**config.mk**
```make
export PLATFORM = sky130hd
export DESIGN_NAME = acp_fifo
export DESIGN_NICKNAME = d
export VERILOG_FILES = /design/src/design/acp_pkg.sv /design/src/design/acp_fifo.sv
export SDC_FILE = /design/constraint.sdc
export NUM_CORES = 1
export LEC_CHECK = 0
export ABC_AREA = 1
export ABC_CLOCK_PERIOD_IN_PS = 2290
export BUFFER_PORTS_ARGS = -buffer_cell sky130_fd_sc_hd__buf_2
export CORE_ASPECT_RATIO = 0.9
export CORE_MARGIN = 2
export CORE_UTILIZATION = 35
export CTS_CLUSTER_DIAMETER = 100
export DETAILED_ROUTE_END_ITERATION = 10
export PLACE_DENSITY_LB_ADDON = 0.05
export SLEW_MARGIN = 20
export SYNTH_ARGS = -nofsm -noshare
export SYNTH_HDL_FRONTEND = slang
export SYNTH_SLANG_ARGS = --single-unit
```
**constraint.sdc**
```tcl
create_clock -name clk -period 2.29 [get_ports clk]
set_input_delay 0.458 -clock clk [delete_from_list [all_inputs] [get_ports clk]]
set_output_delay 0.458 -clock clk [all_outputs]
set_load 0.01 [all_outputs]
```
**src/design/acp_pkg.sv**
```systemverilog
package acp_pkg;

  localparam int MAX_WIDTH   = 4096;
  localparam int MAX_HEIGHT  = 4096;
  localparam int QUEUE_DEPTH = 4;

  localparam int COORD_W   = 12;
  localparam int CFG_W     = 13;
  localparam int ALPHA_W   = 8;
  localparam int CFG_IDX_W = 2;

  localparam logic [CFG_IDX_W-1:0] REG_FRAME_WIDTH     = 2'd0;
  localparam logic [CFG_IDX_W-1:0] REG_FRAME_HEIGHT    = 2'd1;
  localparam logic [CFG_IDX_W-1:0] REG_ALPHA_THRESHOLD = 2'd2;

  localparam logic [CFG_W-1:0]   RESET_WIDTH     = 13'd1;
  localparam logic [CFG_W-1:0]   RESET_HEIGHT    = 13'd1;
  localparam logic [ALPHA_W-1:0] RESET_THRESHOLD = 8'd16;

  // One classified pixel, handed from the front to the back.
  typedef struct packed {
    logic [COORD_W-1:0] col;
    logic [COORD_W-1:0] row_out;    // row of the pixel being decided (one above)
    logic               has_result;
    logic               cur;        // opaque bit of this pixel
    logic               has_right;  // right neighbor lies inside the row
    logic               up_ok;      // pixel two rows up is inside the frame
    logic               left_ok;    // left neighbor lies inside the row
    logic               last;
  } cmd_t;

  typedef struct packed {
    logic [COORD_W-1:0] pixel_x;
    logic [COORD_W-1:0] pixel_y;
    logic               is_edge;
    logic               frame_end;
  } res_t;

endpackage

```
**src/design/acp_fifo.sv**
```systemverilog
module acp_fifo #(
  parameter int WIDTH = 8,
  parameter int DEPTH = acp_pkg::QUEUE_DEPTH
) (
  input  logic                       clk,
  input  logic                       rst,
  input  logic                       push,
  input  logic [WIDTH-1:0]           wdata,
  input  logic                       pop,
  output logic [WIDTH-1:0]           rdata,
  output logic                       empty,
  output logic                       full,
  output logic [$clog2(DEPTH+1)-1:0] count
);

  localparam int PW = $clog2(DEPTH);
  localparam int CNW = $clog2(DEPTH + 1);
  localparam logic [PW-1:0] LAST_PTR = PW'(DEPTH - 1);

  logic [WIDTH-1:0] slots [DEPTH];
  logic [PW-1:0]    wr_ptr;
  logic [PW-1:0]    rd_ptr;
  logic             do_push;
  logic             do_pop;

  assign empty   = (count == '0);
  assign full    = (count == CNW'(DEPTH));
  assign do_push = push && !full;
  assign do_pop  = pop && !empty;
  assign rdata   = slots[rd_ptr];

  always_ff @(posedge clk) begin
    if (do_push) begin
      slots[wr_ptr] <= wdata;
    end
  end

  // Wrap the pointers at the last slot so any depth works.
  always_ff @(posedge clk) begin
    if (rst) begin
      wr_ptr <= '0;
      rd_ptr <= '0;
      count  <= '0;
    end else begin
      if (do_push) begin
        wr_ptr <= (wr_ptr == LAST_PTR) ? '0 : wr_ptr + PW'(1);
      end
      if (do_pop) begin
        rd_ptr <= (rd_ptr == LAST_PTR) ? '0 : rd_ptr + PW'(1);
      end
      if (do_push && !do_pop) begin
        count <= count + CNW'(1);
      end else if (do_pop && !do_push) begin
        count <= count - CNW'(1);
      end
    end
  end

endmodule

```
* Yosys cells after proc, flatten, opt, wreduce, memory -nomap -nowiden *
Memories as Yosys holds them, arrays and structs flattened. A register that Yosys moved wholly into a read port is not among the register bits.
Cells that the tools add are included.

word-level totals
  flip-flop bits (word level) = 7
  memory bits (writable) = 32
  input bits = 12
  output and inout bits = 13
  word-level logic and storage cells = 29
  memories = 1

operators by class
  add/sub/neg operators = 4
  equal/unequal tests = 3
  multiplexer cells = 8
  reduce and logical (&&, ||, !) cells = 10

memories
  memory  depth  bits a word  rd ports  clocked after memory_dff  wr ports  line            source
  slots   4      8            1         1                         1         acp_fifo.sv:20  logic [WIDTH-1:0] slots [DEPTH];

operators with widths
  operator               number
  $mux W2                4
  $mux W3                2
  $add A2 B1 Y2 const B  2
  $eq A2 B2 Y1 const B   2
  $logic_and A1 B1 Y1    4
  $logic_not A1 Y1       4
  $add A3 B1 Y3 const B  1
  $eq A3 B3 Y1 const B   1
  $logic_not A3 Y1       1
  $sub A3 B1 Y3 const B  1
  $mux W1                2
  $reduce_bool A2 Y1     1

* Depth between registers and ports, before layout *
  depth in word-level cells = 7
  mapped depth = 13
  gate-level depth less buffers = 13

* Worst setup path before layout *
OpenSTA, ideal clock, no wires.

  path kind = reg2reg
  start point = register count[0]
  end point = register count[2]
  setup time = 0.110 ns
  data arrival time = 1.604 ns
  data required time = 2.180 ns
  slack = 0.577 ns
  cell stages (with the launch flop) = 14
  path buffers = 0
  clock period less this slack = 1.713 ns
  cell sequence = dfxtp_1 -> nor2_2 -> nand2_2 -> nand2_2 -> inv_1 -> ha_1 -> inv_1 -> fa_1 -> inv_1 -> nand2_1 -> nand3_1 -> nand2_1 -> inv_1 -> nor2_1

on the way
  longest elaborated chain between the ends = 6
  elaborated cells between the ends (all ways) = 15
  those cells by class = add/sub (2); eq/ne (1); mux (2); reduce/logical (10)

RTL lines
  what                          line            source
  start, declared               acp_fifo.sv:13  output logic [$clog2(DEPTH+1)-1:0] count
  start signal, assigned        acp_fifo.sv:52  count <= count + CNW'(1);
  start signal, assigned        acp_fifo.sv:54  count <= count - CNW'(1);
  $eq A3 B3 Y1 *                acp_fifo.sv:27  assign full = (count == CNW'(DEPTH));
  $logic_not A1 Y1 *            acp_fifo.sv:28  assign do_push = push && !full;
  $logic_and A1 B1 Y1 *         acp_fifo.sv:28
  net do_push                   acp_fifo.sv:23  logic do_push;
  $logic_not A1 Y1              acp_fifo.sv:53  end else if (do_pop && !do_push) begin
  $logic_and A1 B1 Y1           acp_fifo.sv:53
  $reduce_bool A2 Y1 (no line)  --

The timed path passes the listed nets; every way through them passes the cells marked *. The select of a mux whose other input is x is not followed.
A chain may end at the register's enable or synchronous reset.

==> impl_metrics.tcl <==
set metrics [dict create \
    dpl.hpwl_mm 2.25 \
    worst_pin_slew_ps 448 \
    avgSynthCellArea_um2 11.6 \
    crit_arrival_ps 1560 \
    vias_per_cell 4.47 \
    ctsResizeCount 0 \
    drv_cap 0 \
    drt_iter0_drc 36 \
    initial_core_util 0.357 \
    ctsLongestPathBuffers 2 \
    die_y_um 70.2 \
    p_sw_mw 0.765 \
    ys_ff_latch 41 \
    slew_headroom 0.701 \
    rows 24 \
    ant_nets 0 \
    seqPwrFrac 0.443 \
    critPathKind "flop to output pin" \
    clock_power_share 0.240 \
    dp.cells 239 \
    leakage_nw 0.827 \
    ys_types 20 \
    cts_root_buf "clkbuf_8" \
    status "completed" \
    fin_cells 247 \
    ff_latch_area_um2 1140 \
    rsz0062_at_grt "false" \
    swShare 0.333 \
    fin_setup_tns_ps 0 \
    ys.warnings.count 0 \
    grt_usage 0.134 \
    numCtsBuffers 5 \
    hold_violations 0 \
    drc_errors 0 \
    grt_pass1_vias 1051 \
    multiInputGateArea_um2 473 \
    vias 1105 \
    wl_per_cell_um 13.1 \
    area_growth_pct 18.9 \
    io_buffer_count 24 \
    min_period_ps 2020 \
    grt_first_pass_wirelength_mm 5.29 \
    clk_latency_ps 280 \
    ir_drop_mv 0.312 \
    power_frac_comb 0.317 \
    synth_nets 166 \
    synthesis.area_um2 1700 \
    n_antenna_cell 0 \
    drtPass1Iterations 4 \
    syn-instance-count 147 \
    routabilityCongestion 0.821 \
    max_freq_mhz 495 \
    grt_max_degree 17 \
    crit_fanout 16 \
    period_share 0.882 \
    grt_antenna_before_repair 0 \
    postCtsSetupRepairBufs 0 \
    holdCritPathClass "input pin to flop" \
    critPathRequiredTime_ps 1830 \
    clk_pin_slew_worst_paths_ps 70 \
    pwr_density_cell_nw_per_um2 1130 \
    die-area_um2 5440 \
    clock_skew_ps 4.49 \
    grt_overflow 0 \
    pin_count 25 \
    nNetsFinal 200 \
    fillerInstances 454 \
    ctsHoldBuffers 0 \
    cts_tree "built" \
    start_kind "flop" \
    die_x_um 77.6 \
    htreeDepth 2 \
    crit_path_end_kind "output pin" \
    yosysSeqAreaShare 0.670 \
    core_area_um2 4770 \
    maxSlewViolCount 0 \
    setup_violations 0 \
    drive_gt1_frac 0.236 \
    p_int_mw 1.53 \
    cts.sinks 41 \
    drt_wl_total_mm 3.24 \
]
-- state kept, by name, indices dropped and copies added (netlist names), named ones only --
register / cells
rd_ptr: 2
slots: 32
count: 3
wr_ptr: 2
-- final cells by class --
class / count / share of cell area
tap: 65 / 0.0401
timing repair buffer: 29 / 0.0778
clock inverter: 2 / 0.0167
sequential: 41 / 0.563
inverter: 18 / 0.0333
multi-input combinational: 86 / 0.233
clock buffer: 6 / 0.0358
-- final timing paths --
path	end	slack [ps]	from	cells past startpoint
hold reg to reg	wr_ptr[1]	540	wr_ptr[1]	2
setup reg to reg	count[1]	340	count[0]	9
hold / removal	count[0]	340	rst	2
setup / recovery	rdata[3]	270	flop	4
-- metrics by stage --
step | hold slack, ps | setup WS, ps | util | cell area (um^2) | total power, mW
finish | 340 | 270 | 0.425 | 2030 | 2.30
global route | 325 | 54.1 | 0.425 | 2030 | 2.47
CTS | 321 | 215 | 0.425 | 2030 | 2.33
detailed placement | 536 | 381 | 0.402 | 1920 | 1.77
global placement | 533 | 452 | 0.402 | 1920 | 1.76
floorplan | 483 | 577 | - | 1700 | 1.51
-- cells in the mapped netlist, drive strengths merged --
master,instances,share of area
o22ai,8,0.029
edfxtp,32,0.56
nand2,14,0.035
ha,6,0.044
nand3b,2,0.0088
fa,1,0.012
nor2,33,0.074
o21ai,17,0.057
buf,2,0.013
a21oi,2,0.0059
nand3,1,0.0029
dfxtp,9,0.11
inv,18,0.040
xor2,1,0.0051
nand4,1,0.0037
-- critical path, cell delays in order, from the launching register on --
cell and delay, ps:
dfxtp_1 600, inv_2 240, o21ai_0 200, o22ai_1 90, buf_2 150
-- cells by family (layout without fill, tap and decap cells) --
kind of cell,Yosys count,after routing,share of synthesized area
simple gates,51,51,0.125
flops,41,41,0.670
compound gates,27,27,0.0918
buf+inv,20,55,0.0529
fa+ha+maj,7,7,0.0558
xor+xnor,1,1,0.00514
-- cell usage in the layout, fill, tap and decap left out --
master / n
inv_2: 1
nor2_1: 32
o21ai_2: 3
o22ai_1: 8
dfxtp_1: 9
nor2_2: 1
nand4_1: 1
a21oi_1: 2
fa_1: 1
nand2_2: 3
xor2_1: 1
clkinv_1: 1
inv_1: 17
bufinv_16: 1
buf_4: 5
o21ai_0: 13
nand3b_1: 2
nand3_1: 1
clkbuf_1: 1
o21ai_1: 1
buf_2: 24
clkbuf_8: 5
nand2_1: 11
edfxtp_1: 32
ha_1: 6
-- routing by layer --
| layer | vias to the layer above | share of wire | track usage |
|---|---|---|---|
| met3 | 5 | 0.059 | 0.0504 |
| met2 | 24 | 0.45 | 0.198 |
| met1 | 508 | 0.47 | 0.174 |
| met5 | - | 0 | 0 |
| li1 | 568 | - | - |
| met4 | 0 | 0.018 | 0.0615 |
-- power groups by stage --
stage	clock, mW	combinational (mW)	sequential (mW)
global route	0.608	0.831	1.03
detailed placement	0	0.734	1.04
CTS	0.573	0.736	1.02
global placement	0	0.721	1.04
finish	0.552	0.727	1.02
floorplan	0	0.491	1.01
No activity file was read; power rests on OpenSTA's default activity.
