**config.mk**
```make
export PLATFORM = sky130hd
export DESIGN_NAME = acp_front
export DESIGN_NICKNAME = d
export VERILOG_FILES = /design/src/design/acp_pkg.sv /design/src/design/acp_front.sv
export SDC_FILE = /design/constraint.sdc
export NUM_CORES = 1
export LEC_CHECK = 0
export CAP_MARGIN = 10
export CORE_MARGIN = 4
export CORE_UTILIZATION = 27
export DETAILED_ROUTE_END_ITERATION = 12
export DONT_BUFFER_PORTS = 1
export PLACE_DENSITY = 0.41
export REMOVE_ABC_BUFFERS = 1
export SYNTH_ARGS = -nofsm -noshare
export SYNTH_HDL_FRONTEND = slang
export SYNTH_SLANG_ARGS = --single-unit
```
**constraint.sdc**
```tcl
create_clock -name clk -period 4.95 [get_ports clk]
set_input_delay 0.99 -clock clk [delete_from_list [all_inputs] [get_ports clk]]
set_output_delay 0.99 -clock clk [all_outputs]
set_load 0.1 [all_outputs]
```
**src/design/acp_pkg.sv**
```systemverilog
package acp_pkg;

  localparam int MAX_WIDTH   = 4096;
  localparam int MAX_HEIGHT  = 4096;
  localparam int QUEUE_DEPTH = 4;

  localparam int COORD_W   = 12;
  localparam int CFG_W     = 13;
  localparam int ALPHA_W   = 8;
  localparam int CFG_IDX_W = 2;

  localparam logic [CFG_IDX_W-1:0] REG_FRAME_WIDTH     = 2'd0;
  localparam logic [CFG_IDX_W-1:0] REG_FRAME_HEIGHT    = 2'd1;
  localparam logic [CFG_IDX_W-1:0] REG_ALPHA_THRESHOLD = 2'd2;

  localparam logic [CFG_W-1:0]   RESET_WIDTH     = 13'd1;
  localparam logic [CFG_W-1:0]   RESET_HEIGHT    = 13'd1;
  localparam logic [ALPHA_W-1:0] RESET_THRESHOLD = 8'd16;

  // One classified pixel, handed from the front to the back.
  typedef struct packed {
    logic [COORD_W-1:0] col;
    logic [COORD_W-1:0] row_out;    // row of the pixel being decided (one above)
    logic               has_result;
    logic               cur;        // opaque bit of this pixel
    logic               has_right;  // right neighbor lies inside the row
    logic               up_ok;      // pixel two rows up is inside the frame
    logic               left_ok;    // left neighbor lies inside the row
    logic               last;
  } cmd_t;

  typedef struct packed {
    logic [COORD_W-1:0] pixel_x;
    logic [COORD_W-1:0] pixel_y;
    logic               is_edge;
    logic               frame_end;
  } res_t;

endpackage

```
**src/design/acp_front.sv**
```systemverilog
module acp_front #(
  parameter int MAX_WIDTH = acp_pkg::MAX_WIDTH
) (
  input  logic                            clk,
  input  logic                            rst,
  input  logic                            cfg_write,
  input  logic [acp_pkg::CFG_IDX_W-1:0]   cfg_index,
  input  logic [acp_pkg::CFG_W-1:0]       cfg_data,
  input  logic                            accept,
  input  logic [acp_pkg::ALPHA_W-1:0]     alpha,
  output acp_pkg::cmd_t                   cmd
);

  localparam int CW  = $clog2(MAX_WIDTH);
  localparam int WW  = $clog2(MAX_WIDTH + 1);
  localparam int FW  = acp_pkg::CFG_W;
  localparam int XW  = acp_pkg::COORD_W;
  localparam int MH  = acp_pkg::MAX_HEIGHT;
  localparam logic [FW-1:0] WIDTH_LIMIT  = MAX_WIDTH[FW-1:0];
  localparam logic [FW-1:0] HEIGHT_LIMIT = MH[FW-1:0];

  logic [FW-1:0]                   frame_width;
  logic [FW-1:0]                   frame_height;
  logic [acp_pkg::ALPHA_W-1:0]     alpha_threshold;
  logic [CW-1:0]                   col;
  logic [FW-1:0]                   row;

  logic [WW-1:0] w_eff;
  logic [WW-1:0] col_inc;
  logic [FW-1:0] h_eff;
  logic          flush;
  logic          has_right;

  always_ff @(posedge clk) begin
    if (rst) begin
      frame_width     <= acp_pkg::RESET_WIDTH;
      frame_height    <= acp_pkg::RESET_HEIGHT;
      alpha_threshold <= acp_pkg::RESET_THRESHOLD;
    end else if (cfg_write) begin
      case (cfg_index)
        acp_pkg::REG_FRAME_WIDTH: begin
          frame_width <= cfg_data;
        end
        acp_pkg::REG_FRAME_HEIGHT: begin
          frame_height <= cfg_data;
        end
        acp_pkg::REG_ALPHA_THRESHOLD: begin
          alpha_threshold <= cfg_data[acp_pkg::ALPHA_W-1:0];
        end
        default: begin
        end
      endcase
    end
  end

  // Zero acts as one; oversize clamps to the limit.
  always_comb begin
    if (frame_width == '0) begin
      w_eff = WW'(1);
    end else if (frame_width > WIDTH_LIMIT) begin
      w_eff = WIDTH_LIMIT[WW-1:0];
    end else begin
      w_eff = frame_width[WW-1:0];
    end
    if (frame_height == '0) begin
      h_eff = FW'(1);
    end else if (frame_height > HEIGHT_LIMIT) begin
      h_eff = HEIGHT_LIMIT;
    end else begin
      h_eff = frame_height;
    end
  end

  assign col_inc   = WW'(col) + WW'(1);
  assign has_right = (col_inc < w_eff);
  assign flush     = (row >= h_eff);

  always_comb begin
    cmd.col        = XW'(col);
    cmd.row_out    = XW'(row - FW'(1));
    cmd.has_result = (row != '0);
    cmd.cur        = !flush && (alpha > alpha_threshold);
    cmd.has_right  = has_right;
    cmd.up_ok      = (row >= FW'(2));
    cmd.left_ok    = (col != '0);
    cmd.last       = flush && !has_right;
  end

  // Advance the raster position on every accepted beat.
  always_ff @(posedge clk) begin
    if (rst) begin
      col <= '0;
      row <= '0;
    end else if (accept) begin
      if (has_right) begin
        col <= col_inc[CW-1:0];
      end else begin
        col <= '0;
        row <= flush ? '0 : row + FW'(1);
      end
    end
  end

endmodule

```
# Word level (Yosys, flattened, before mapping)
# Cells that the tools add are included.
# totals
word_cells,36
ff_bits,59
in_bits,27
# classes
n_reduce_logical,13
n_addsub,3
eq_ne,2
n_bitwise,1
magnitude_cmp,6
muxes,6
# ops
operator,count
13-bit 2-to-1 mux,5
13-bit greater-than comparator (second input constant),2
13-bit logical NOT,2
12-bit by 1-bit adder with 13-bit output (second input constant),1
13-bit by 1-bit adder with 13-bit output (second input constant),1
13-bit greater-or-equal comparator,1
13-bit by 2-bit greater-or-equal comparator with 1-bit output (second input constant),1
13-bit < comparator,1
13-bit nonzero test,1
12-bit 2-to-1 mux,1
12-bit nonzero test,1
12-bit by 1-bit subtractor with 12-bit output (second input constant),1
8-bit greater-than comparator,1
2-bit AND reduction,4
2-bit by 1-bit equality test with 1-bit output (second input constant),1
2-bit equality test (second input constant),1
1-bit logical AND,2
1-bit logical NOT,2
2-bit logical NOT,1
1-bit inverter,1

# Logic depth before layout (Yosys ltp)
# Gate-level depths: netlist of the first run.
# logic_depth
depth_word,6
depth_mapped,14

# Least setup slack after synthesis of the first run
# No wires, ideal clock.
# synth_timing
kind,reg2out
from,register col[0]
to,output cmd[0] (netlist bit)
slack_ns,-0.335
arrival_time_ns,4.295
path_stages_with_launch,11
required_ns,3.960
cell_sequence,dfxtp_1 -> ha_1 -> and3_1 -> and3_1 -> nand3_1 -> xnor2_1 -> ha_1 -> nand2_1 -> or3_1 -> o21a_1 -> nor2_1
# synth_lines
item,line_no,text
"start, declared",acp_front.sv:25,logic [CW-1:0] col;
"start signal, assigned",acp_front.sv:96,col <= col_inc[CW-1:0];
"end, declared",acp_front.sv:11,output acp_pkg::cmd_t cmd

==> reports/metrics.cfg, run 1 <==
[yosys]
yosysMostFrequentCell = nand2_1
synth_cell_types = 57
yosysWarnings = 0
synthCells = 478
synth_top_area_share_pct = 31.2
synth_area_per_cell_um2 = 7.92
ys.flop_type = dfxtp_1
yosysSeqAreaShare_pct = 31.2
synthTopCellsByCount = nand2_1 (96), dfxtp_1 (59), ha_1 (39)
syn-cell-area_um2 = 3780
synth_area_leaders = dfxtp_1 (31%), ha_1 (13%), nand2_1 (9.5%)
synth_edf_count = 0
ys_seq_elements = 59
synth-async-reset-ratio_pct = 0
synth_area_leader_cell = dfxtp_1

[timing]
finalCriticalPeriod_ns = 4.61
rsz0062_at_grt = no
setup_viol = 0
tightest_slew_ns = 1.03
fin_ws_ns = 0.336
period_share_pct = 93.2
setup_tns_ns = 0
finalHoldViolCount = 0
relSlewSlack_pct = 31.1
max_freq_ghz = 0.217
fin_worst_skew_ns = 0.0115
slew_violations = 0
fin_hold_ws_ns = 0.471

[placed_design]
place_area_um2 = 4210
hpwl_um = 8020
portBuffers = 0
dpl.cell_count = 660
pre_cts_slack_ns = 0.578
routabilityCongestion = 0.776

[global_routing]
overflow = 0
grt_max_degree = 54
grtUsageTotal_pct = 13.4
grt_pass1_wl_um = 17400
antenna_found_initial = 0
grt_pass1_vias = 3368

[routing]
wire_per_inst_um = 15.9
drcViolationCount = 0
final_antenna_net_count = 0
wl_um = 10800
dr_total_vias = 3412
dr.pass1.iters = 4
drt_iter0_markers = 167
viasPerCell = 5.05

[cts]
clk_latency_ns = 0.33
root_buffer = clkbuf_16
cts.path.max_buffers = 2
cts_tree = built
ctsHtreeMaxLevel = 3
cts_buffers = 9
clk_pin_slew_ns = 0.05
numClockSinks = 59

[worst_setup_path]
cp_data_required_time_ns = 3.96
r2r_start = col[0]
cp.arrival_ns = 3.62
critPathSlowestCell = dfxtp_1
path_buf_inv = 3
start_kind = flop
r2r_setup_slack_ns = 1.30
endpoint = cmd[0]
worstPathMaxFanout = 7
critPathKind = flop to primary output
r2r_end = col[9]
cp-startpoint = col[0]
cpLargestDelayFamily = simple AND/OR/NAND/NOR gates
path_depth = 14
cpPeakStageDelay_ns = 0.34
critPathCaptureType = primary output
reg2regPathDepth = 14
cp_cell_sequence = buf_4 -> and3_1 -> nand3_1 -> nor2_1 -> nand3_1 -> xnor2_1 -> ha_1 -> o21ai_0 -> a21oi_1 -> a221oi_2 -> o21a_1 -> buf_4 -> nor2_2 -> buf_12

[pwr]
power.leakage_nw = 1.82
peakVddDrop_mv = 0.175
design_power_total_mw = 1.92
power.density_nw_per_um2 = 422

[die]
die_x_um = 126
floorplan.initialDensity_pct = 28.0
row_count = 42
coreArea_um2 = 13500
ios = 57
dieArea_um2 = 16000
die_h_um = 126

[worst_hold_path]
hold_class = flop to flop
worstHoldStart = frame_width[11]

[layout]
final_cells = 676
design_area_um2 = 4560
drive_above_1_share_pct = 14.0
diodes = 0
nets = 561
areaGrowthSynthToFinish_pct = 20.4
n_fill_cell = 1435
final_util_pct = 33.7

[outcome]
status = finished clean

[run]
maxCapViolCount = 0

## power by group
group	total (mW)	internal, mW	switching (mW)
logic	0.711	0.177	0.534
registers	0.505	0.490	0.0151
clock network	0.707	0.470	0.237
## worst min path at each step
stage,end,depth (start not counted)
finish,frame_width[11],2
global route,frame_height[8],2
CTS,frame_width[11],2
detailed placement,frame_width[11],2
global placement,frame_width[8],2
floorplan,frame_width[0],2
## per-layer routing
layer,vias to the layer above,part of all wire (%),GRT usage [%]
li1,1724,-,-
met1,1592,48,17.6
met2,83,45,21.1
met3,13,6.3,4.29
met4,0,1.5,3.79
met5,-,0,0
## registers in the layout, summed over array words and instances, names as in the netlist
| register | flops |
|---|---|
| frame_height | 13 |
| row | 13 |
| alpha_threshold | 8 |
| frame_width | 13 |
| col | 12 |
## layout by cell type, fill, tap and decap left out, drive strengths merged, types with 4 or more instances in the layout
master / instances
or3: 5
o21ai: 8
a22o: 7
clkbuf: 11
nand3: 21
a21oi: 38
a21boi: 9
xor2: 5
inv: 32
nor4: 11
a21o: 4
and3: 5
buf: 29
dfxtp: 59
mux2i: 8
nor3: 13
xnor2: 14
o32ai: 9
nand4: 12
nand2: 97
ha: 39
nand2b: 4
nor2: 22
## cell type report
cell class | count | area (um^2) | share of cell area, %
clock buffers | 11 | 253 | 5.55
clock inverters | 5 | 85.1 | 1.87
inverters | 32 | 120 | 2.64
multi-input cells | 364 | 2470 | 54.1
flip-flops and latches | 59 | 1180 | 25.9
well taps | 176 | 220 | 4.83
repair buffers | 29 | 230 | 5.05
## logic make-up after synthesis
family,share of synthesized area (%)
flops,31.2
fa+ha+maj,12.9
compound gates,18.2
buf+inv,5.79
simple gates,25.4
xor+xnor,4.40
mux,2.12
## tightest hold or removal path, delay by kind of cell (launching register included)
| kind | cells | cell delay (ns) |
|---|---|---|
| flip-flops | 1 | 0.32 |
| AND/OR/NAND/NOR | 1 | 0.06 |
| AO/OA/AOI/OAI | 1 | 0.05 |
## what timing repair did
item | 4_1_cts | 5_1_grt
gates resized for setup | 0 | 1
buffers inserted | 0 | 0
hold buffers | 0 | 0
setup endpoints to repair | 0 | 1
No activity file was read; power rests on OpenSTA's default activity.
==> inputs of run 2 (changes only) <==
--- a/config.mk
+++ b/config.mk
@@ -5,6 +5,7 @@
 export SDC_FILE = /design/constraint.sdc
 export NUM_CORES = 1
 export LEC_CHECK = 0
+export ABC_AREA = 1
 export CAP_MARGIN = 10
 export CORE_MARGIN = 4
 export CORE_UTILIZATION = 27
==> run 2 against run 1 <==
Clock skew fell by 0.0033 ns. Area after synthesis rose by 5.4%. Sequential share of layout area fell by 1.0 points. Sequential power rose by 11%. Sequential cell count did not move. Wire length rose by 5.9%. Power rose by 29%. Non-clock buffer count fell by 1. Fmax rose by 3.8%. Register-to-register slack improved by 0.15 ns. Clock power rose by 3.0%.
==> reports/metrics.cfg, run 2 <==
[outcome]
status = finished clean

[timing]
fin_hold_ws_ns = 0.466  ; -0.00528 ns
finalCriticalPeriod_ns = 4.44  ; -0.169 ns
slew_violations = 0  ; unchanged
setup_viol = 0  ; unchanged
rsz0062_at_grt = no
period_share_pct = 89.8  ; -3.4 points
tightest_slew_ns = 1.16  ; +0.126 ns
fin_ws_ns = 0.505  ; +0.169 ns
relSlewSlack_pct = 22.9  ; -8.2 points
max_freq_ghz = 0.225  ; +3.8%
fin_worst_skew_ns = 0.00827  ; -0.00325 ns
finalHoldViolCount = 0  ; unchanged

[cts]
cts_resized = 0  ; unchanged
cts_buffers = 9  ; unchanged
post_cts_buffers = 0  ; unchanged
root_buffer = clkbuf_16
cts.path.max_buffers = 2  ; unchanged
numClockSinks = 59  ; unchanged
ctsHtreeMaxLevel = 3  ; unchanged
clk_pin_slew_ns = 0.05  ; about the same
cts_tree = built
clk_latency_ns = 0.34  ; about the same
cts_hold_buf = 0  ; unchanged

[yosys]
syn-cell-area_um2 = 3990  ; +5.4%
yosysSeqAreaShare_pct = 29.6  ; -1.6 points
synth_area_leader_cell = dfxtp_1
synth_cell_types = 32  ; -44%
synth_area_per_cell_um2 = 6.77  ; -14%
yosysWarnings = 0  ; unchanged
ys.flop_type = dfxtp_1
synth_area_leaders = dfxtp_1 (30%), ha_1 (12%), nor2_1 (10%)
yosysMostFrequentCell = nor2_1
synth_edf_count = 0  ; unchanged
synthTopCellsByCount = nor2_1 (111), nand2_1 (108), inv_1 (63)
synthCells = 589  ; +23%
synth-async-reset-ratio_pct = 0  ; unchanged
ys_seq_elements = 59  ; unchanged
synth_top_area_share_pct = 29.6  ; -1.6 points

[pwr]
peakVddDrop_mv = 0.252  ; +44%
power.density_nw_per_um2 = 523  ; +24%
design_power_total_mw = 2.48  ; +29%
power.leakage_nw = 2.13  ; +17%

[worst_setup_path]
cp_data_required_time_ns = 3.96  ; about the same
path_depth = 14  ; unchanged
critPathKind = flop to primary output
cp.arrival_ns = 3.45  ; -0.17 ns
cpPeakStageDelay_ns = 0.45  ; +0.11 ns
critPathCaptureType = primary output
cp_cell_sequence = ha_1 -> nand3_1 -> nor3_1 -> nand2_1 -> nor2_1 -> xor2_1 -> inv_1 -> ha_1 -> a21oi_1 -> o21ai_0 -> a21oi_2 -> nand2_4 -> inv_1 -> buf_4
path_buf_inv = 3  ; unchanged
critPathSlowestCell = a21oi_2
reg2regPathDepth = 16  ; +2
start_kind = flop
worstPathMaxFanout = 10  ; +3
cpLargestDelayFamily = simple AND/OR/NAND/NOR gates

[die]
ios = 57  ; unchanged
floorplan.initialDensity_pct = 27.5  ; -0.48 points
coreArea_um2 = 14500  ; +7.2%
die_x_um = 130  ; +2.5%
dieArea_um2 = 16800  ; +5.0%
die_h_um = 130  ; +2.5%
row_count = 44  ; +4.8%

[layout]
design_area_um2 = 4740  ; +4.1%
mostFrequentLayoutCell = nor2_1
multi_input_area_um2 = 2530  ; +2.4%
nets = 674  ; +20%
drive_above_1_share_pct = 11.4  ; -2.6 points
diodes = 0  ; unchanged
seq_area_um2 = 1180  ; unchanged
n_fill_cell = 1566  ; +9.1%
reg_top3 = frame_height: 13 flops, frame_width: 13 flops, row: 13 flops
final_util_pct = 32.8  ; -0.98 points
areaGrowthSynthToFinish_pct = 18.9
mostFrequentLayoutCells = nor2_1 (110), nand2_1 (108), inv_1 (63)

[routing]
drcViolationCount = 0  ; unchanged
viasPerCell = 4.73  ; -6.2%
drt_iter0_markers = 172  ; +3.0%
wl_um = 11400  ; +5.9%
final_antenna_net_count = 0  ; unchanged
dr.pass1.iters = 4  ; unchanged
dr_total_vias = 3772  ; +11%
wire_per_inst_um = 14.3  ; -10%

[placed_design]
pre_cts_slack_ns = 0.877  ; +0.300 ns
portBuffers = 0  ; unchanged
place_area_um2 = 4400  ; +4.4%
routabilityCongestion = 0.780  ; +0.46%
hpwl_um = 8730  ; +8.9%

[global_routing]
antenna_found_initial = 0  ; unchanged
grt_pass1_vias = 3604  ; +7.0%
grt_max_degree = 48  ; -11%
grtUsageTotal_pct = 14.3  ; +0.92 points
grt_pass1_wl_um = 18900  ; +8.2%
overflow = 0  ; unchanged

[worst_hold_path]
hold-path-cell-count = 2  ; unchanged
hold_class = flop to flop

[run]
maxCapViolCount = 0  ; unchanged

-- run 2: path summary, 6_finish.rpt --
path / endpoint / slack [ns] / from
setup / recovery: cmd[3] / 0.51 / col[0]
hold / removal: alpha_threshold[1] / 0.47 / alpha_threshold[1]
setup reg to reg: col[0] / 1.45 / col[0]
hold reg to reg: alpha_threshold[1] / 0.47 / alpha_threshold[1]
-- run 2: logic make-up (layout without fill, tap and decap cells) --
group                    after synthesis  count (layout)  synth area share (%)
AO/OA/AOI/OAI                         90              90                  12.0
XOR/XNOR                              21              21                  4.61
adder cells (fa/ha/maj)               39              39                  12.2
buffers and inverters                 84             108                  8.69
flip-flops                            59              59                  29.6
AND/OR/NAND/NOR                      296             296                  32.8
-- run 2: stage by stage --
step           setup TNS [ns]  std cells
4_1_cts                     0        797
3_5_place_dp                0        781
6_report                    0        797
2_1_floorplan           -1.21        569
5_1_grt                     0        797
3_3_place_gp                0        781
-- run 2: power breakdown --
| part | internal, mW | total, mW | switching, mW |
|---|---|---|---|
| sequential | 0.509 | 0.561 | 0.0518 |
| combinational | 0.260 | 1.19 | 0.932 |
| clock | 0.490 | 0.728 | 0.238 |
| total | 1.26 | 2.48 | 1.22 |
-- run 2: layout make-up --
type	count	area share, %
flip-flops and latches	59	24.9
repair buffers	28	4.70
well taps	184	4.85
clock buffers	9	4.75
multi-input cells	446	53.3
clock inverters	7	2.45
inverters	64	5.07
-- run 2: layer usage --
metal  global-route usage [%]  share of wire (%)  vias to the layer above
met1                     18.3                 47                     1724
met2                     23.0                 46                       62
met3                     4.12                4.7                       14
met5                        0                  0                        -
met4                     5.20                1.6                        0
li1                         -                  -                     1972
-- run 2: worst register-to-register path, cell delays in order, from the launching register on --
cell     delay, ns
dfxtp_1       0.38
ha_1          0.21
nand3_1       0.12
nor3_1        0.35
nand2_1       0.11
nor2_1        0.13
xor2_1        0.16
inv_1         0.07
ha_1          0.31
a21oi_1       0.13
o21ai_0       0.11
a21oi_2       0.45
nand2_4       0.13
inv_1         0.12
buf_4         0.32
nand2_1       0.15
a21oi_1       0.16
